## src/rtl/swtr_pkg.sv

```systemverilog
// ----------------------------------------------------------------------------
// swtr_pkg
// Shared types and constants for the sliding-window trend regression core.
// ----------------------------------------------------------------------------
`default_nettype none

package swtr_pkg;

  localparam int MAX_LEN_DEF = 512;
  localparam int NCH         = 4;
  localparam int SMP_W       = 16;
  localparam int ENTRY_W     = NCH * SMP_W;
  localparam int NW          = 10;   // point count / window width
  localparam int SY_W        = 26;
  localparam int SXY_W       = 34;
  localparam int P1_W        = SY_W + NW + 1;
  localparam int P2_W        = SY_W + NW + 3;
  localparam int D_W         = 37;
  localparam int NUM_S_W     = 56;
  localparam int NUM_I_W     = 40;
  localparam int DEN_S_W     = 30;
  localparam int DEN_I_W     = 20;
  localparam int SLOPE_W     = 32;
  localparam int ICPT_W      = 24;
  localparam int CFG_ADDR_W  = 3;
  localparam int CFG_DATA_W  = 32;
  localparam logic [NW-1:0] WINDOW_RESET = 10'd50;
  localparam logic [0:0]    REG_WINDOW   = 1'b0;

  typedef enum logic [1:0] {
    OP_APPEND    = 2'd0,
    OP_CLEAR     = 2'd1,
    OP_RECOMPUTE = 2'd2
  } op_t;

  typedef enum logic [3:0] {
    S_IDLE,
    S_APP_RD,
    S_APP_UPD,
    S_REC_INIT,
    S_REC_RUN,
    S_REC_DRAIN,
    S_FIT_A,
    S_FIT_B,
    S_DIV_START,
    S_DIV_WAIT,
    S_DONE
  } state_t;

  typedef struct packed {
    logic take_in;
    logic app_rd;
    logic app_upd;
    logic clr_hist;
    logic rec_init;
    logic rec_step;
    logic fit_a;
    logic fit_b;
    logic div_start;
    logic load_out;
  } cmd_t;

  typedef struct packed {
    logic n_zero;
    logic n_lt2;
    logic rec_last;
    logic div_busy;
  } sts_t;

endpackage

`default_nettype wire

```

## src/rtl/swtr_ctrl.sv

```systemverilog
// ----------------------------------------------------------------------------
// swtr_ctrl
// Sequencer for append, clear, recompute and the fit, plus output handshake.
// ----------------------------------------------------------------------------
`default_nettype none

module swtr_ctrl (
  input  wire logic           clk,
  input  wire logic           rst,
  input  wire logic           in_valid,
  output logic                in_ready,
  input  wire logic [1:0]     opcode,
  output logic                out_valid,
  input  wire logic           out_ready,
  output swtr_pkg::cmd_t      cmd,
  input  wire swtr_pkg::sts_t sts
);

  import swtr_pkg::*;

  state_t state;
  state_t state_next;

  always_ff @(posedge clk) begin
    if (rst) begin
      state     <= S_IDLE;
      out_valid <= 1'b0;
    end else begin
      state <= state_next;
      if (cmd.load_out) begin
        out_valid <= 1'b1;
      end else if (out_ready) begin
        out_valid <= 1'b0;
      end
    end
  end

  always_comb begin
    state_next = state;
    cmd        = '0;
    in_ready   = 1'b0;
    case (state)
      S_IDLE: begin
        in_ready = 1'b1;
        if (in_valid) begin
          cmd.take_in = 1'b1;
          case (opcode)
            OP_APPEND: begin
              state_next = S_APP_RD;
            end
            OP_CLEAR: begin
              cmd.clr_hist = 1'b1;
              state_next   = S_FIT_A;
            end
            OP_RECOMPUTE: begin
              state_next = S_REC_INIT;
            end
            default: begin
              state_next = S_FIT_A;
            end
          endcase
        end
      end
      S_APP_RD: begin
        cmd.app_rd = 1'b1;
        state_next = S_APP_UPD;
      end
      S_APP_UPD: begin
        cmd.app_upd = 1'b1;
        state_next  = S_FIT_A;
      end
      S_REC_INIT: begin
        cmd.rec_init = 1'b1;
        state_next   = sts.n_zero ? S_FIT_A : S_REC_RUN;
      end
      S_REC_RUN: begin
        cmd.rec_step = 1'b1;
        if (sts.rec_last) begin
          state_next = S_REC_DRAIN;
        end
      end
      S_REC_DRAIN: begin
        state_next = S_FIT_A;
      end
      S_FIT_A: begin
        cmd.fit_a  = 1'b1;
        state_next = sts.n_lt2 ? S_DONE : S_FIT_B;
      end
      S_FIT_B: begin
        cmd.fit_b  = 1'b1;
        state_next = S_DIV_START;
      end
      S_DIV_START: begin
        cmd.div_start = 1'b1;
        state_next    = S_DIV_WAIT;
      end
      S_DIV_WAIT: begin
        if (!sts.div_busy) begin
          state_next = S_DONE;
        end
      end
      S_DONE: begin
        if (!out_valid || out_ready) begin
          cmd.load_out = 1'b1;
          state_next   = S_IDLE;
        end
      end
      default: begin
        state_next = S_IDLE;
      end
    endcase
  end

endmodule

`default_nettype wire

```

## config.mk

```make
export PLATFORM = sky130hd
export DESIGN_NAME = swtr_ctrl
export DESIGN_NICKNAME = d
export VERILOG_FILES = /design/src/rtl/swtr_pkg.sv /design/src/rtl/swtr_ctrl.sv
export SDC_FILE = /design/constraint.sdc
export NUM_CORES = 1
export LEC_CHECK = 0
export ABC_CLOCK_PERIOD_IN_PS = 1400
export BUFFER_PORTS_ARGS = -buffer_cell sky130_fd_sc_hd__buf_2
export CORE_AREA = 2 2 39 41
export CTS_BUF_LIST = sky130_fd_sc_hd__clkbuf_16
export CTS_CLUSTER_DIAMETER = 150
export CTS_CLUSTER_SIZE = 20
export DETAILED_ROUTE_END_ITERATION = 10
export DIE_AREA = 0 0 41 43
export PLACE_DENSITY = 0.62
export RECOVER_POWER = 25
export SETUP_SLACK_MARGIN = 0.05
export SYNTH_ARGS = -nofsm -noshare
export SYNTH_HDL_FRONTEND = slang
export SYNTH_SLANG_ARGS = --single-unit
```

## constraint.sdc

```tcl
create_clock -name clk -period 1.4 [get_ports clk]
set_clock_uncertainty 0.05 [all_clocks]
set_input_delay 0.07 -clock clk [delete_from_list [all_inputs] [get_ports clk]]
set_output_delay 0.07 -clock clk [all_outputs]
set_load 0.01 [all_outputs]
```

==> load_flow_metrics.sql <==
INSERT INTO impl_metrics (metric_group, metric, value, unit) VALUES
('synth', 'synth-seq-area-share', '24.6', '%'),
('synth', 'ys_top_cells_by_area', 'dfxtp_1 25%, nor2b_1 7.7%, a21oi_1 7.4%', ''),
('floorplan', 'rows', '14', ''),
('synth', 'synth-async-reset-ratio', '0', '%'),
('floorplan', 'starting_utilization_of_the_core_area', '29.4', '%'),
('cells_and_area', 'antennaDiodeCount', '0', ''),
('cts', 'cts-buffers-inserted', '3', ''),
('setup_path', 'cpPeakStageDelay', '0.33', 'ns'),
('synth', 'synth_enable_flop_cells', '0', ''),
('timing', 'period_minus_slack', '1.52', 'ns'),
('setup_path', 'regToRegStartpoint', 'state[2]', ''),
('place', 'post_dp_cell_area', '583', 'um2'),
('setup_path', 'startpoint_type', 'register', ''),
('floorplan', 'die_x', '41', 'um'),
('cts', 'cts.reportedPaths.clkPinSlew', '0.03', 'ns'),
('global_route', 'grt_pass1_wl', '2030', 'um'),
('cts', 'cts_hold_buf', '0', ''),
('cts', 'clock_insertion_delay_worst_skew', '0.23', 'ns'),
('floorplan', 'floorplan.die.height', '43', 'um'),
('drt', 'routed.top_layer', 'met4', ''),
('timing', 'setup_repair_after_global_routing_missed_its_margin', 'yes', ''),
('timing', 'slew_viol_final', '0', ''),
('timing', 'report.final.hold_viol_count', '0', ''),
('synth', 'synth.top_cell.area_share', '24.6', '%'),
('place', 'routabilityCongestion', '0.765', ''),
('drt', 'met1Wirelength', '590', 'um'),
('global_route', 'pin_count_of_the_biggest_net_entering_global_routing', '10', ''),
('synth', 'yosysTopAreaCell', 'dfxtp_1', ''),
('status', 'failing_checks', 'negative setup slack', ''),
('setup_path', 'critPathRequiredTime', '1.28', 'ns'),
('power_and_ir_drop', 'power_density_normalized_to_cell_area', '2020', 'nW/um2'),
('synth', 'synth_fp_nets', '67', ''),
('drt', 'avgViaCountPerCell', '5.15', ''),
('setup_path', 'timing.rr.end', 'state[0]', ''),
('cts', 'cts-root-to-sink-buffers', '2', ''),
('hold_path', 'min_delay_worst_endpoint', 'state[0]', ''),
('setup_path', 'timing.critical_path.to_type', 'primary output', ''),
('global_route', 'grtUsageTotal', '18.0', '%'),
('hold_path', 'hold_depth', '2', ''),
('timing', 'worstMarginPinSlew', '0.369', 'ns'),
('power_and_ir_drop', 'power.leakage', '0.000389', 'uW'),
('synth', 'synth-seq-cells', '5', ''),
('drt', 'detailroute.via_count', '566', ''),
('global_route', 'grt.overflow.total', '0', ''),
('setup_path', 'flop_to_flop_setup_slack', '-0.07', 'ns'),
('setup_path', 'critical-path-slowest-cell', 'dfxtp_4', ''),
('drt', 'drt_iter0_drc', '8', ''),
('timing', 'final_critical_path_setup_slack', '-0.119', 'ns'),
('cts', 'h-tree-depth', '1', ''),
('timing', 'setup-violations-final', '5', ''),
('floorplan', 'die_area', '1760', 'um2'),
('drt', 'antenna_violating_nets_post_route', '0', ''),
('synth', 'netlist_top_cells_count', '7 x nor2_1, 6 x a21oi_1, 5 x dfxtp_1, 5 x nor2b_1', ''),
('cts', 'numClockSinks', '5', ''),
('setup_path', 'worst_ep_arrival_time', '1.40', 'ns'),
('cts', 'clk_root_buffer_cell', 'clkbuf_16', ''),
('synth', 'synthCells', '57', ''),
('drt', 'detail_routed_net_length_per_standard_cell', '13.2', 'um'),
('setup_path', 'criticalPathCategory', 'reg2out', ''),
('flow_run', 'drv_cap', '0', ''),
('place', 'dp.final_hpwl', '966', 'um'),
('hold_path', 'timing.hold.worst.class', 'in2reg', ''),
('synth', 'synth_area_per_cell', '7.13', 'um2'),
('cts', 'clock_tree_from_tritoncts', 'yes', ''),
('hold_path', 'hp-start', 'rst', ''),
('cells_and_area', 'final_design_area_no_fill', '850', 'um2'),
('global_route', 'number_of_global_route_vias_before_repair', '488', ''),
('power_and_ir_drop', 'peakVddDrop', '1130', 'uV'),
('drt', 'drc', '0', ''),
('setup_path', 'worstPathMaxFanout', '2', ''),
('status', 'status', 'complete, but fails checks', '');
==> worst reg2reg max path, delay by kind of cell (launching register included) <==
kind	cells	cell delay (ns)
flops	1	0.33
compound gates	3	0.54
buf+inv	1	0.14
simple gates	1	0.35
==> logic make-up (layout without fill, tap and decap cells) <==
family	count (synthesis)	count (layout)	share of synthesized area (%)
multiplexers	1	1	2.46
flip-flops	5	5	24.6
AND/OR/NAND/NOR	31	31	42.2
buffers and inverters	4	41	4.61
AO/OA/AOI/OAI	16	16	26.2
==> power breakdown <==
part	switching, uW	total (uW)	internal, uW
combinational	491	1030	535
sequential	30.8	225	194
clock	93.9	464	370
total	616	1710	1100
==> placed cells by master, fill, tap and decap left out, drive strengths merged <==
cell type / netlist / layout
or3: 1 / 1
nand3b: 2 / 2
nor3: 4 / 4
buf: 3 / 36
a211o: 1 / 1
nor2b: 5 / 5
a21oi: 6 / 6
a2bb2oi: 2 / 2
nor2: 7 / 7
nand3: 1 / 1
o211ai: 1 / 1
nand2b: 4 / 4
and3b: 1 / 1
clkbuf: 1 / 4
a22o: 1 / 1
nand2: 2 / 2
nor4: 1 / 1
o311ai: 1 / 1
o21ai: 2 / 2
o32ai: 1 / 1
mux2i: 1 / 1
and2: 2 / 2
inv: 0 / 1
o22ai: 1 / 1
nor3b: 1 / 1
dfxtp: 5 / 5
==> per-layer routing <==
metal  vias to the layer above  GRT usage [%]
met5                         -              0
met4                         0           16.0
met3                         4           3.66
met2                        25           28.1
met1                       252           18.7
li1                        285              -
==> per-stage QoR <==
stage	utilization, %	TNS [ns]	std cells	setup slack [ns]	power (uW)
finish	61.4	-0.279	110	-0.119	1710
global placement	42.1	0	97	0.0784	912
global route	61.4	-0.625	110	-0.190	1820
detailed placement	42.1	0	97	0.0541	918
floorplan	-	0	57	0.0423	680
CTS	55.8	-0.115	108	-0.115	1550
==> how the worst max path moves through the flow <==
| stage | start | end | slack (ns) | cells past startpoint |
|---|---|---|---|---|
| after global routing | state[2] | cmd[6] | -0.19 | 5 |
| after detailed placement | state[1] | state[0] | 0.05 | 4 |
| after global placement | state[1] | state[0] | 0.08 | 4 |
| final | state[2] | cmd[6] | -0.12 | 5 |
| after floorplan | state[1] | state[0] | 0.04 | 4 |
| after CTS | state[3] | cmd[6] | -0.12 | 5 |
==> flip-flops by register name (all words and copies together), names as in the netlist <==
register   flops
state          4
out_valid      1
==> cell type report <==
cell class,instances,area (um2)
fill,123,534
multi-input combinational,48,378
tap,16,20.0
clock buffer,3,75.1
timing repair buffer,37,263
clock inverter,1,3.75
sequential,5,110
==> repair_timing <==
item                       4_1_cts  5_1_grt
pin swaps                        8        4
resized for setup               18       13
gates cloned                     0        0
setup endpoints to repair       10        9
setup buffers                    7        2
(Power assumes the default switching activity.)
